===== src/sv/hbs_pkg.sv =====
// hbs_pkg: shared constants, codes and types of the heightmap bilinear sampler
// depends on nothing; imported by the top level and every hbs module but hbs_ram
package hbs_pkg;

  // height store geometry
  localparam int unsigned GRID_MAX_WIDTH  = 256;
  localparam int unsigned GRID_MAX_LENGTH = 256;
  localparam int unsigned COL_W           = $clog2(GRID_MAX_WIDTH);
  localparam int unsigned ROW_W           = $clog2(GRID_MAX_LENGTH);
  localparam int unsigned DIM_W           = 9;
  localparam int unsigned NUM_BANKS       = 4;
  localparam int unsigned BANK_DEPTH      = GRID_MAX_WIDTH * GRID_MAX_LENGTH / NUM_BANKS;
  localparam int unsigned BANK_AW         = $clog2(BANK_DEPTH);

  // field widths
  localparam int unsigned LEVEL_W  = 8;
  localparam int unsigned POS_W    = 24;
  localparam int unsigned RECIP_W  = 24;
  localparam int unsigned HPL_W    = 24;
  localparam int unsigned HEIGHT_W = 32;
  localparam int unsigned FRAC_W   = 8;

  // configuration register reset values
  localparam logic [DIM_W-1:0]   GRID_WIDTH_RST  = DIM_W'(256);
  localparam logic [DIM_W-1:0]   GRID_LENGTH_RST = DIM_W'(256);
  localparam logic [RECIP_W-1:0] RECIP_RST       = RECIP_W'(65536);
  localparam logic [HPL_W-1:0]   HPL_RST         = HPL_W'(257);

  // queue between front and back
  localparam int unsigned QUEUE_DEPTH = 4;
  localparam int unsigned QPTR_W      = $clog2(QUEUE_DEPTH);

  typedef enum logic {
    CMD_LOAD  = 1'b0,
    CMD_QUERY = 1'b1
  } cmd_e;

  typedef enum logic [1:0] {
    REG_GRID_WIDTH  = 2'd0,
    REG_GRID_LENGTH = 2'd1,
    REG_CELL_RECIP  = 2'd2,
    REG_HEIGHT_LVL  = 2'd3
  } reg_idx_e;

  // one classified item; a load carries its column and row in cx and cy
  typedef struct packed {
    cmd_e               cmd;
    logic               oob;
    logic [COL_W-1:0]   cx;
    logic [ROW_W-1:0]   cy;
    logic [FRAC_W-1:0]  fx;
    logic [FRAC_W-1:0]  fy;
    logic [LEVEL_W-1:0] value;
  } hbs_item_t;

  typedef struct packed {
    logic empty;
    logic almost_full;
  } hbs_qstat_t;

endpackage


===== src/sv/hbs_queue.sv =====
// hbs_queue: short fifo of classified items between front and back
// depends on hbs_pkg
module hbs_queue (
  input  logic                clk_i,
  input  logic                rst_ni,
  input  logic                push_i,
  input  hbs_pkg::hbs_item_t  item_i,
  input  logic                pop_i,
  output hbs_pkg::hbs_item_t  item_o,
  output hbs_pkg::hbs_qstat_t status_o
);
  import hbs_pkg::*;

  hbs_item_t         slot_q [QUEUE_DEPTH];
  logic [QPTR_W-1:0] wptr_q, rptr_q;
  logic [QPTR_W:0]   count_q, count_d;

  always_ff @(posedge clk_i) begin
    if (push_i) begin
      slot_q[wptr_q] <= item_i;
    end
  end

  always_comb begin
    count_d = count_q;
    if (push_i && !pop_i) begin
      count_d = count_q + (QPTR_W+1)'(1);
    end else if (pop_i && !push_i) begin
      count_d = count_q - (QPTR_W+1)'(1);
    end
  end

  always_ff @(posedge clk_i or negedge rst_ni) begin
    if (!rst_ni) begin
      wptr_q  <= '0;
      rptr_q  <= '0;
      count_q <= '0;
    end else begin
      if (push_i) begin
        wptr_q <= wptr_q + QPTR_W'(1);
      end
      if (pop_i) begin
        rptr_q <= rptr_q + QPTR_W'(1);
      end
      count_q <= count_d;
    end
  end

  assign item_o               = slot_q[rptr_q];
  assign status_o.empty       = (count_q == '0);
  // one slot held back for the item already inside the front stage
  assign status_o.almost_full = (count_q >= (QPTR_W+1)'(QUEUE_DEPTH - 1));

  a_no_overflow: assert property (@(posedge clk_i) disable iff (!rst_ni)
    push_i && !pop_i |-> count_q < (QPTR_W+1)'(QUEUE_DEPTH))
    else $error("queue overflow");

  a_no_underflow: assert property (@(posedge clk_i) disable iff (!rst_ni)
    pop_i |-> count_q != '0)
    else $error("queue underflow");

endmodule


===== config.mk =====
export PLATFORM = sky130hd
export DESIGN_NAME = hbs_queue
export DESIGN_NICKNAME = d
export VERILOG_FILES = /design/src/sv/hbs_pkg.sv /design/src/sv/hbs_queue.sv
export SDC_FILE = /design/constraint.sdc
export NUM_CORES = 1
export LEC_CHECK = 0
export ABC_AREA = 1
export BUFFER_PORTS_ARGS = -buffer_cell sky130_fd_sc_hd__buf_4
export CAP_MARGIN = 40
export CELL_PAD_IN_SITES_DETAIL_PLACEMENT = 1
export CELL_PAD_IN_SITES_GLOBAL_PLACEMENT = 1
export CORE_MARGIN = 5
export CORE_UTILIZATION = 39
export DETAILED_ROUTE_END_ITERATION = 6
export HOLD_SLACK_MARGIN = 0.02
export PLACE_DENSITY_LB_ADDON = 0.1
export SLEW_MARGIN = 20
export SYNTH_ARGS = -nofsm -noshare
export SYNTH_HDL_FRONTEND = slang
export SYNTH_SLANG_ARGS = --single-unit

===== constraint.sdc =====
create_clock -name clk_i -period 4.35 [get_ports clk_i]
set_input_delay 0.435 -clock clk_i [delete_from_list [all_inputs] [get_ports clk_i]]
set_output_delay 0.435 -clock clk_i [all_outputs]
set_load 0.02 [all_outputs]

==> Word-level counts from Yosys, hierarchy flattened <==
Memories as Yosys holds them, arrays and structs flattened.
Cells that the tools add are included.
{ "totals": {"regBits": 7, "wordCells": 19, "n_memories": 1, "output_inout_bits": 44, "ram_bits": 168} }
{ "classes": {"order_cmp": 1, "reduce_logical": 6, "add_sub_neg": 4, "n_mux": 4} }
{ "memory_table": {"columns": ["memory", "words", "word_bits", "read_ports", "rd_ports_with_merged_regs", "write_ports", "line_no", "rtl"], "rows": [
  ["slot_q", 4, 42, 1, 0, 1, "hbs_queue.sv:14", "hbs_item_t slot_q [QUEUE_DEPTH];"]
]} }
{ "op_table": {"columns": ["cell", "count"], "rows": [
  ["$mux 3", 2],
  ["$add 2x1->2 const B", 2],
  ["$add 3x1->3 const B", 1],
  ["$ge 3x2->1 const B", 1],
  ["$logic_not 3->1", 1],
  ["$sub 3x1->3 const B", 1],
  ["$logic_and 1x1->1", 2],
  ["$logic_not 1->1", 2],
  ["$mux 1", 2],
  ["$reduce_bool 2->1", 1]
]} }

==> Depth between registers and ports, before layout <==
{ "logic_depth": {"word_depth": 4, "ltp_mapped": 9, "ltp_nobuf": 9} }

==> Least setup slack after synthesis <==
No wires, ideal clock.
{ "synth_timing": {"path_kind": "input port to flip-flop", "from": "input port push_i", "to": "memory slot_q[0][0] (netlist bit), enable pin", "stages": 3, "t_required_ns": 3.954, "arrival_ns": 1.541, "setup_slack_ns": 2.412, "setup_time_ns": 0.396, "path_cell_list": "clkbuf_1 nand2_1 inv_1"} }
{ "synth_between": {"elab_chain_len": 2} }
{ "synth_lines": {"columns": ["item", "line_no", "rtl"], "rows": [
  ["start, declared", "hbs_queue.sv:6", "input logic push_i,"],
  ["$mux 1", "hbs_queue.sv:19", "if (push_i) begin"],
  ["$mux 1 (not written as such)", "hbs_queue.sv:20", "slot_q[wptr_q] <= item_i;"],
  ["end, declared", "hbs_queue.sv:14", null]
]} }
Every way passes these cells.

==> impl_metrics.env <==
export IMPL_fin_total_pwr_mw=6.18
export IMPL_num_io_pins=90
export IMPL_overflow=0
export IMPL_path_cells="buf_12 -> buf_4 -> nand2_1 -> o211ai_1 -> nand2_1 -> buf_4"
export IMPL_final_util=0.477
export IMPL_critical_path_arrival_ps=2230
export IMPL_max_cap_violations=0
export IMPL_slew_viol_final=0
export IMPL_start_util=0.400
export IMPL_setup_viol=0
export IMPL_grt_pass1_vias=4539
export IMPL_status="complete, no violations"
export IMPL_synth_area_mm2=0.00726
export IMPL_peakVddDrop_v=0.000339
export IMPL_worst_slack_ps=1680
export IMPL_drt_initial_drc_count=236
export IMPL_ys_warnings_count=0
export IMPL_dr_pass1_iters=4
export IMPL_fp_row_count=49
export IMPL_ctsHoldBuffers=1
export IMPL_clkPwrFrac=0.233
export IMPL_synth_yosys_seq_area_share=0.719
export IMPL_core_region_area_mm2=0.0181
export IMPL_cts_setup_buffers=0
export IMPL_wl_per_cell_um=17.6
export IMPL_leakage_nw=3.52
export IMPL_cts_tree="yes"
export IMPL_wl_um=15300
export IMPL_ctsResizeCount=0
export IMPL_synth_distinct_cells=20
export IMPL_syn_inst=539
export IMPL_clock_skew_ps=9.80
export IMPL_timing_final_crit_share=0.613
export IMPL_p_sw_mw=2.32
export IMPL_antenna_found_initial=0
export IMPL_min_from="pop_i"
export IMPL_timing_rr_start="wptr_q[0]"
export IMPL_synth_top_flop_cell="edfxtp_1"
export IMPL_grt_max_degree=79
export IMPL_hold_class="primary input to flip-flop"
export IMPL_p_seq_frac=0.382
export IMPL_synth_fp_nets=591
export IMPL_r2r_slack_ps=2380
export IMPL_num_vias=4212
export IMPL_syn_to_final_growth_pct=19.2
export IMPL_seq_area_mm2=0.00523
export IMPL_numCtsBuffers=17
export IMPL_place_congestion=0.706
export IMPL_startpoint_type="flip-flop"
export IMPL_antenna_cells=0
export IMPL_cts_htree_levels=4
export IMPL_ys_async_sr_fraction=0.0400
export IMPL_final_cell_mix="edfxtp_1 (168), nand2_1 (141), buf_4 (98)"
export IMPL_drive_above_1_share=0.262
export IMPL_hold_viol=0
export IMPL_p_comb_frac=0.385
export IMPL_synth_edf_count=168
export IMPL_max_freq_mhz=375
export IMPL_dieArea_mm2=0.0214
export IMPL_fin_crit_ps=2670
export IMPL_die_w_um=146
export IMPL_power_internal_mw=3.86
export IMPL_slowest_stage="dfrtp_4"
export IMPL_startpoint="rptr_q[0]"
export IMPL_tightest_slew_ps=711
export IMPL_die_y_um=146
export IMPL_fin_hold_ws_ps=200
export IMPL_nets=681
export IMPL_place_hpwl_um=9560
export IMPL_grt_use_total=0.149
export IMPL_postRouteAntennaNets=0
export IMPL_clock_latency_ps=420
export IMPL_fill_cells=1874
export IMPL_root_buffer="clkbuf_16"
export IMPL_syn_area_per_cell_um2=13.5
export IMPL_multi_input_area_mm2=0.00145
export IMPL_worstPathMaxFanout=49
export IMPL_pre_cts_slack_ps=1960
export IMPL_clk_pin_slew_ps=70
export IMPL_final_common_cell="edfxtp_1"
export IMPL_powerDensity_mw_per_mm2=715
export IMPL_clk_path_buf_depth=2
export IMPL_crit_type="flip-flop to primary output"
export IMPL_required_ps=3910
export IMPL_grt_first_pass_wirelength_um=24600
export IMPL_p_sw_frac=0.375
export IMPL_grt_setup_unrepaired="no"
export IMPL_cp_end_kind="primary output"
export IMPL_viasPerCell=4.84
export IMPL_cts_sinks=175
export IMPL_ys_seq_elements=175
export IMPL_finalSetupTns_ps=0
export IMPL_drc=0
export IMPL_critical_path_max_stage_delay_ps=630
export IMPL_port_buffers=89
export IMPL_slew_headroom=0.526
==> cells in the mapped netlist (3+ instances only) <==
cell / count / area, µm²
buf_2: 8 / 40.0
buf_4: 3 / 22.5
buf_6: 12 / 135
clkbuf_1: 5 / 18.8
dfrtp_1: 7 / 175
edfxtp_1: 168 / 5040
ha_1: 5 / 62.6
inv_1: 95 / 357
nand2_1: 141 / 529
o211ai_1: 53 / 398
o211ai_2: 31 / 388
xor2_1: 3 / 26.3
==> power by group through the flow <==
stage               clock network (mW)  registers [mW]  logic [mW]
floorplan                            0            2.33        1.66
global placement                     0            2.45        2.31
detailed placement                   0            2.47        2.36
CTS                               1.48            2.44        2.37
global route                      1.57            2.39        2.63
finish                            1.44            2.36        2.38
==> metal layers <==
| layer | part of all wire | up-vias | track usage |
|---|---|---|---|
| met5 | 0 | - | 0 |
| met4 | 0.014 | 0 | 0.0503 |
| met3 | 0.036 | 20 | 0.0356 |
| met2 | 0.52 | 75 | 0.257 |
| met1 | 0.43 | 2081 | 0.184 |
| li1 | - | 2036 | - |
==> final cells by class <==
| class | count | area share |
|---|---|---|
| Clock inverter | 15 | 0.0159 |
| Inverter | 96 | 0.0416 |
| Timing Repair Buffer | 100 | 0.0885 |
| Clock buffer | 17 | 0.0492 |
| Tap cell | 229 | 0.0331 |
| Multi-Input combinational cell | 239 | 0.168 |
| Sequential cell | 175 | 0.604 |
==> kinds of logic (layout without fill, tap and decap cells) <==
group | Yosys count | in the layout | synth area share
AOI/OAI and AO/OA | 85 | 85 | 0.109
xor gates and xnor gates | 4 | 4 | 0.00483
adders and majority gates | 6 | 6 | 0.0114
buffers and inverters | 125 | 228 | 0.0805
DFF | 175 | 175 | 0.719
and+or+nand+nor | 144 | 144 | 0.0752
==> sequential cells by signal (all words and copies together), names as in the netlist <==
register and cells:
wptr_q 2, slot_q 168, rptr_q 2, count_q 3
==> through the flow <==
stage	cells	instance area [µm²]
3_3_place_gp	837	8060
5_1_grt	871	8650
2_1_floorplan	539	7260
6_report	871	8650
4_1_cts	870	8630
3_5_place_dp	837	8060
==> critical path: cells and delay by family (launching register included) <==
family | cells | cell delay, ps
flip-flops | 1 | 630
buffers and inverters | 3 | 840
AND/OR/NAND/NOR | 2 | 200
AO/OA/AOI/OAI | 1 | 90
==> final timing paths <==
| kind | end | cells after the start |
|---|---|---|
| worst min register to register | count_q[2] | 2 |
| worst max-delay path | item_o[22] | 6 |
| min in group asynchronous | wptr_q[0] | 2 |
| worst max register to register | slot_q[0][26] | 5 |
| max in group asynchronous | rptr_q[0] | 2 |
| worst min-delay path | rptr_q[0] | 2 |
(Power assumes the default switching activity.)
