[src/sv/hbs_pkg.sv]
// hbs_pkg: shared constants, codes and types of the heightmap bilinear sampler
// depends on nothing; imported by the top level and every hbs module but hbs_ram
package hbs_pkg;

  // height store geometry
  localparam int unsigned GRID_MAX_WIDTH  = 256;
  localparam int unsigned GRID_MAX_LENGTH = 256;
  localparam int unsigned COL_W           = $clog2(GRID_MAX_WIDTH);
  localparam int unsigned ROW_W           = $clog2(GRID_MAX_LENGTH);
  localparam int unsigned DIM_W           = 9;
  localparam int unsigned NUM_BANKS       = 4;
  localparam int unsigned BANK_DEPTH      = GRID_MAX_WIDTH * GRID_MAX_LENGTH / NUM_BANKS;
  localparam int unsigned BANK_AW         = $clog2(BANK_DEPTH);

  // field widths
  localparam int unsigned LEVEL_W  = 8;
  localparam int unsigned POS_W    = 24;
  localparam int unsigned RECIP_W  = 24;
  localparam int unsigned HPL_W    = 24;
  localparam int unsigned HEIGHT_W = 32;
  localparam int unsigned FRAC_W   = 8;

  // configuration register reset values
  localparam logic [DIM_W-1:0]   GRID_WIDTH_RST  = DIM_W'(256);
  localparam logic [DIM_W-1:0]   GRID_LENGTH_RST = DIM_W'(256);
  localparam logic [RECIP_W-1:0] RECIP_RST       = RECIP_W'(65536);
  localparam logic [HPL_W-1:0]   HPL_RST         = HPL_W'(257);

  // queue between front and back
  localparam int unsigned QUEUE_DEPTH = 4;
  localparam int unsigned QPTR_W      = $clog2(QUEUE_DEPTH);

  typedef enum logic {
    CMD_LOAD  = 1'b0,
    CMD_QUERY = 1'b1
  } cmd_e;

  typedef enum logic [1:0] {
    REG_GRID_WIDTH  = 2'd0,
    REG_GRID_LENGTH = 2'd1,
    REG_CELL_RECIP  = 2'd2,
    REG_HEIGHT_LVL  = 2'd3
  } reg_idx_e;

  // one classified item; a load carries its column and row in cx and cy
  typedef struct packed {
    cmd_e               cmd;
    logic               oob;
    logic [COL_W-1:0]   cx;
    logic [ROW_W-1:0]   cy;
    logic [FRAC_W-1:0]  fx;
    logic [FRAC_W-1:0]  fy;
    logic [LEVEL_W-1:0] value;
  } hbs_item_t;

  typedef struct packed {
    logic empty;
    logic almost_full;
  } hbs_qstat_t;

endpackage

[src/sv/hbs_front.sv]
// hbs_front: accepts items, scales query positions to grid units and classifies them
// depends on hbs_pkg
module hbs_front (
  input  logic                          clk_i,
  input  logic                          rst_ni,
  input  logic                          accept_i,
  input  hbs_pkg::cmd_e                 command_i,
  input  logic [hbs_pkg::COL_W-1:0]     sample_col_i,
  input  logic [hbs_pkg::ROW_W-1:0]     sample_row_i,
  input  logic [hbs_pkg::LEVEL_W-1:0]   sample_value_i,
  input  logic signed [hbs_pkg::POS_W-1:0] pos_x_i,
  input  logic signed [hbs_pkg::POS_W-1:0] pos_y_i,
  input  logic [hbs_pkg::DIM_W-1:0]     grid_width_i,
  input  logic [hbs_pkg::DIM_W-1:0]     grid_length_i,
  input  logic [hbs_pkg::RECIP_W-1:0]   cell_recip_i,
  output logic                          push_o,
  output hbs_pkg::hbs_item_t            item_o
);
  import hbs_pkg::*;

  localparam int unsigned PROD_W = POS_W + RECIP_W + 1;
  localparam int unsigned CELL_W = PROD_W - 1 - 16 - FRAC_W;

  logic                      valid_q;
  cmd_e                      cmd_q;
  logic [COL_W-1:0]          col_q;
  logic [ROW_W-1:0]          row_q;
  logic [LEVEL_W-1:0]        value_q;
  logic signed [PROD_W-1:0]  prod_x_q, prod_y_q;

  logic [CELL_W-1:0]  cell_x, cell_y;
  logic [DIM_W-1:0]   w_eff, l_eff;
  logic               oob;

  always_ff @(posedge clk_i or negedge rst_ni) begin
    if (!rst_ni) begin
      valid_q <= 1'b0;
    end else begin
      valid_q <= accept_i;
    end
  end

  // q16.8 position times q8.16 reciprocal gives q.24 grid units
  always_ff @(posedge clk_i) begin
    if (accept_i) begin
      cmd_q    <= command_i;
      col_q    <= sample_col_i;
      row_q    <= sample_row_i;
      value_q  <= sample_value_i;
      prod_x_q <= PROD_W'(pos_x_i) * $signed({1'b0, cell_recip_i});
      prod_y_q <= PROD_W'(pos_y_i) * $signed({1'b0, cell_recip_i});
    end
  end

  assign cell_x = prod_x_q[PROD_W-2 -: CELL_W];
  assign cell_y = prod_y_q[PROD_W-2 -: CELL_W];
  assign w_eff  = (grid_width_i  > DIM_W'(GRID_MAX_WIDTH))  ? DIM_W'(GRID_MAX_WIDTH)  : grid_width_i;
  assign l_eff  = (grid_length_i > DIM_W'(GRID_MAX_LENGTH)) ? DIM_W'(GRID_MAX_LENGTH) : grid_length_i;

  // negative coordinate or no right or lower neighbor
  assign oob = prod_x_q[PROD_W-1] || prod_y_q[PROD_W-1]
            || ((CELL_W+1)'(cell_x) + (CELL_W+1)'(1) >= (CELL_W+1)'(w_eff))
            || ((CELL_W+1)'(cell_y) + (CELL_W+1)'(1) >= (CELL_W+1)'(l_eff));

  always_comb begin
    item_o       = '0;
    item_o.cmd   = cmd_q;
    item_o.value = value_q;
    if (cmd_q == CMD_QUERY) begin
      item_o.oob = oob;
      item_o.cx  = cell_x[COL_W-1:0];
      item_o.cy  = cell_y[ROW_W-1:0];
      item_o.fx  = prod_x_q[16 +: FRAC_W];
      item_o.fy  = prod_y_q[16 +: FRAC_W];
    end else begin
      item_o.cx = col_q;
      item_o.cy = row_q;
    end
  end

  assign push_o = valid_q;

endmodule

[config.mk]
export PLATFORM = sky130hd
export DESIGN_NAME = hbs_front
export DESIGN_NICKNAME = d
export VERILOG_FILES = /design/src/sv/hbs_pkg.sv /design/src/sv/hbs_front.sv
export SDC_FILE = /design/constraint.sdc
export NUM_CORES = 2
export LEC_CHECK = 0
export BUFFER_PORTS_ARGS = -buffer_cell sky130_fd_sc_hd__buf_2
export CAP_MARGIN = 20
export CORE_ASPECT_RATIO = 0.8
export CORE_MARGIN = 2
export CORE_UTILIZATION = 55
export DETAILED_ROUTE_END_ITERATION = 6
export GPL_TIMING_DRIVEN = 0
export PLACE_DENSITY = 0.82
export SYNTH_ARGS = -nofsm -noshare
export SYNTH_HDL_FRONTEND = slang
export SYNTH_SLANG_ARGS = --single-unit
[constraint.sdc]
create_clock -name clk_i -period 4.2 [get_ports clk_i]
set_input_delay 0.63 -clock clk_i [delete_from_list [all_inputs] [get_ports clk_i]]
set_output_delay 0.63 -clock clk_i [all_outputs]
set_load 0.02 [all_outputs]
## After elaboration in Yosys (flattened, before gate mapping)

Cells that the tools add are included.
W data, S select, Z words.

| storage, ports and cells | value |
|---|---|
| register bits | 124 |
| bits in latches | 0 |
| RAM bits | 0 |
| ROM bits | 0 |
| bits of input ports | 118 |
| output and inout port bits | 43 |
| logic and storage cells | 23 |
| memories | 0 |

| cells by class | value |
|---|---|
| add/subtract/negate cells | 2 |
| $mul | 2 |
| div/mod/pow operators | 0 |
| magnitude comparators | 4 |
| eq/ne operators | 0 |
| shifts and indexed selects | 0 |
| muxes and demuxes | 5 |
| bitwise operators | 0 |
| reductions and logical operators | 3 |

Operators by type and width:

| cell | count |
|---|---|
| $mul A24 B25 Y49 | 2 |
| $add A24 B1 Y25 const B | 2 |
| $ge A25 B9 Y1 | 2 |
| $mux W16 | 2 |
| $gt A9 B9 Y1 const B | 2 |
| $mux W9 | 2 |
| $logic_or A1 B1 Y1 | 3 |
| $mux W1 | 1 |

## Depth between registers and ports, before layout

| logic depth | value |
|---|---|
| word-level depth | 6 |
| depth in mapped cells | 28 |
| depth with buffers taken out | 26 |

## Least setup slack after synthesis

Ideal clock, no wire load.

| path | value |
|---|---|
| path type | input port to flip-flop |
| from | input cell_recip_i[10] (netlist name) |
| to | register prod_y_q[46] (data pin) |
| library setup time | 0.258 ns |
| data arrival time | 6.981 ns |
| required time | 3.942 ns |
| path slack | -3.039 ns |
| cell stages on the path | 26 |
| path buffers | 2 |
| cell sequence | clkbuf_1 -> clkbuf_1 -> nand2_1 -> fa_1 -> fa_1 -> inv_1 -> fa_1 -> inv_1 -> fa_1 -> inv_1 -> fa_1 -> fa_1 -> inv_1 -> fa_1 -> inv_1 -> ha_1 -> a21o_1 -> a21oi_1 -> o31ai_1 -> a21o_1 -> a211oi_2 -> a211oi_2 -> a221o_1 -> a211o_1 -> a21oi_2 -> xnor2_1 |

| on the way | value |
|---|---|
| cells in the longest elaborated chain, start to end | 1 |

Ends and longest elaborated chain:

| element | line | RTL |
|---|---|---|
| start: declaration | hbs_front.sv:15 | `input logic [hbs_pkg::RECIP_W-1:0] cell_recip_i,` |
| $mul A24 B25 Y49 | hbs_front.sv:51 | `prod_y_q <= PROD_W'(pos_y_i) * $signed({1'b0, cell_recip_i});` |
| end signal: assignment | hbs_front.sv:51 |  |
| end: declaration | hbs_front.sv:29 | `logic signed [PROD_W-1:0] prod_x_q, prod_y_q;` |

Every way passes these cells.
A chain may end at the register's enable or synchronous reset.

## Worst setup path in the final report

| path | value |
|---|---|
| from | input cell_recip_i[18] (netlist name) |
| to | register prod_x_q[45] (data pin) |

| on the way | value |
|---|---|
| cells in the longest elaborated chain, start to end | 1 |

Ends and longest elaborated chain:

| element | line | RTL |
|---|---|---|
| $mul A24 B25 Y49 | hbs_front.sv:50 | `prod_x_q <= PROD_W'(pos_x_i) * $signed({1'b0, cell_recip_i});` |
| end signal: assignment | hbs_front.sv:50 |  |
| end: declaration | hbs_front.sv:29 |  |

Every way passes these cells.

==> flow_metrics.py <==
metrics = {
    "worst_setup_path": {
        "startpoint": "cell_recip_i[18]",
        "path_class": "in2reg",
        "worstPathRequired_ns": 4.39,
        "crit_fanout": 10,
        "end_kind": "flop",
        "cp.arrival_ns": 7.15,
        "startpoint_type": "primary input",
    },
    "logic_synthesis": {
        "synth_top_area_share": 0.4639,
        "synth-seq-cells": 92,
        "synth_mux_area_frac": 0.005124,
        "post-synth-top-count-cell": "inv_1",
        "async_reset_ff_frac": 0.01087,
        "synthAdderAreaFrac": 0.5893,
        "ys.flop_type": "edfxtp_1",
        "synthCells": 4487,
        "synth_compound_area_frac": 0.03234,
        "syn_area_mm2": 0.04151,
        "synthXorXnorAreaFrac": 0.01920,
        "yosys.area_share.simple": 0.1686,
        "synth.largest_area_cell": "fa_1",
        "ys_types": 54,
        "syn_nets": 5983,
        "ys_top_cells_by_count": "inv_1, fa_1, nand2_1",
        "ys_warn_count": 0,
        "synth_area_leaders": "fa_1, ha_1, inv_1, and2_1, edfxtp_1",
        "yosysSeqAreaShare": 0.06643,
        "synth-edff-count": 91,
        "synth_top_family_by_area": "adder cells",
        "avgSynthCellArea_um2": 9.251,
    },
    "global_route": {
        "overflow": 0,
        "grt_pass1_vias": 35420,
        "grt_max_degree": 66,
        "antenna_found_initial": 13,
        "grt_usage": 0.3750,
        "grt_pass1_wl_um": 214100,
    },
    "sta": {
        "finalSetupViolCount": 66,
        "post-route-period-util": 1.659,
        "worst_slew_pin_slew_ns": 0.9296,
        "setup_ws_ns": -2.767,
        "fin_crit_ns": 6.967,
        "slew_violations": 0,
        "rsz0062_at_grt": "true",
        "hold_viol": 0,
        "clock.fmax_ghz": 0.1435,
        "relSlewSlack": 0.3802,
    },
    "die": {
        "io_pins": 161,
        "num_rows": 90,
        "die_h_um": 249.7,
        "core_mm2": 0.07511,
        "chipWidth_um": 311.2,
        "die_area_mm2": 0.07770,
        "start_util": 0.5527,
    },
    "clock_network": {
        "cts.sinks": 92,
        "cts_inserted_buffers": 9,
        "root_buffer": "clkbuf_16",
        "clk_path_buf_depth": 2,
        "htree_levels": 3,
        "cts.clk_slew.worst_paths_ns": 0.11,
        "cts_tree": "done",
    },
    "layout": {
        "final_nets": 6349,
        "layout-drive-gt1-share": 0.1838,
        "areaGrowthSynthToFinish_pct": 20.49,
        "fill_cells": 5662,
    },
    "placed_design": {
        "io_buffer_count": 137,
        "pre_cts_ws_ns": -4.631,
        "gp_congestion": 1.052,
        "place_hpwl_um": 111800,
    },
    "route": {
        "drtIter0Drc": 3432,
        "first_pass_iters": 6,
        "wl_um": 143800,
        "drtAntennaViolNets": 0,
        "dr_total_vias": 33500,
        "remaining_drc_errors": 0,
        "vias_per_cell": 5.696,
        "wire_per_inst_um": 24.45,
    },
    "status": {
        "violations": "negative setup slack",
        "outcome": "complete, but fails checks",
    },
    "worst_hold_path": {
        "hold_class": "in2reg",
        "hold_path_startpoint": "sample_value_i[3]",
    },
    "job": {
        "max_cap_viol_count": 0,
    },
}
critical path, stage by stage:
cell and delay [ns]:
clkbuf_8 0.20, clkbuf_16 0.18, buf_4 0.17, nand2_1 0.09, fa_1 0.50, inv_1 0.05
fa_1 0.47, inv_1 0.06, fa_1 0.58, fa_1 0.58, inv_1 0.05, fa_1 0.49
fa_1 0.43, ha_1 0.32, ha_2 0.44, nand4_1 0.19, buf_4 0.20, nor3_4 0.18
o21ai_2 0.09, a211oi_4 0.20, nor2_2 0.09, a311o_2 0.48, buf_6 0.16, o21ai_4 0.13
a21oi_2 0.08, xnor2_1 0.12
layout make-up:
cell class              count  area [um2]  share of cell area
multi-input cells        3081       35400              0.7078
inverters                1090        4091             0.08180
plain buffers             224        3198             0.06394
repair buffers            355        2980             0.05959
flip-flops and latches     92        2758             0.05514
well taps                1012        1266             0.02532
clock buffers              11       232.7            0.004653
clock inverters             5       62.56            0.001251
diodes                     11       27.53           0.0005504
state kept, by name, indices dropped and copies added (netlist names):
register and cells:
cmd_q 1, col_q 8, prod_x_q 33, prod_y_q 33, push_o 1, row_q 8
value_q 8
per-stage QoR:
step / TNS (ns) / utilization / hold WS, ns / cell area (um2) / std cells
4_1_cts: -142.27 / 0.6478 / 0.3648 / 48660 / 5794
3_5_place_dp: -252.57 / 0.5881 / 0.4063 / 44170 / 5639
2_1_floorplan: -138.01 / - / 0.3344 / 42160 / 4487
6_report: -148.85 / 0.6659 / 0.3709 / 50020 / 5881
3_3_place_gp: -250.14 / 0.5873 / 0.4038 / 44110 / 5636
5_1_grt: -160.18 / 0.6657 / 0.3713 / 50000 / 5874
layer usage:
metal  share of wire  track usage  vias up
met5         0.00028            0        -
met4           0.057       0.1734        6
met3            0.14       0.1523      576
met2            0.43       0.5578     2271
met1            0.37       0.4801    16730
li1                -            -    13910
cell families (layout without fill, tap and decap cells):
family,count (synthesis),count (layout)
compound gates,208,208
xor+xnor,91,91
fa+ha+maj,1378,1378
buf+inv,1314,1685
flops,92,92
mux,19,19
other cells,0,11
simple gates,1385,1385
cell usage in the layout, fill, tap and decap left out, drive strengths merged, types with 3 or more instances in the layout:
cell type	count
inv	1089
fa	962
nand2	605
and2	562
ha	416
buf	384
clkbuf	205
edfxtp	91
xnor2	65
a21oi	63
nor2	54
o21ai	41
nand2b	34
a21o	32
nor2b	31
nand4	27
xor2	26
nand3	24
mux2	18
nor3	17
diode	11
o21bai	10
a211oi	10
and3	9
and4	9
a31oi	9
o21a	7
o211ai	6
o31ai	6
a21boi	5
a2111oi	5
or3	4
clkinv	3
a221o	3
nor4	3
final timing paths:
path | end | slack (ns) | cells past startpoint
worst max-delay path | prod_x_q[45]$_DFFE_PP_ | -2.77 | 26
worst min-delay path | value_q[3]$_DFFE_PP_ | 0.37 | 1
max in group asynchronous | push_o$_DFF_PN0_ | 3.62 | 2
min in group asynchronous | push_o$_DFF_PN0_ | 0.50 | 2
repair_timing:
action                     in CTS  in global routing
pin swaps                     151                179
setup buffers                 132                 77
cloned                          6                  4
gates resized for setup       707                231
setup endpoints to repair      67                 67
hold buffers                    1                  0
hold endpoints to repair        1                  0
Power is not shown: default switching activity piles up to over one toggle a cycle in this logic, so the estimate is an artifact.
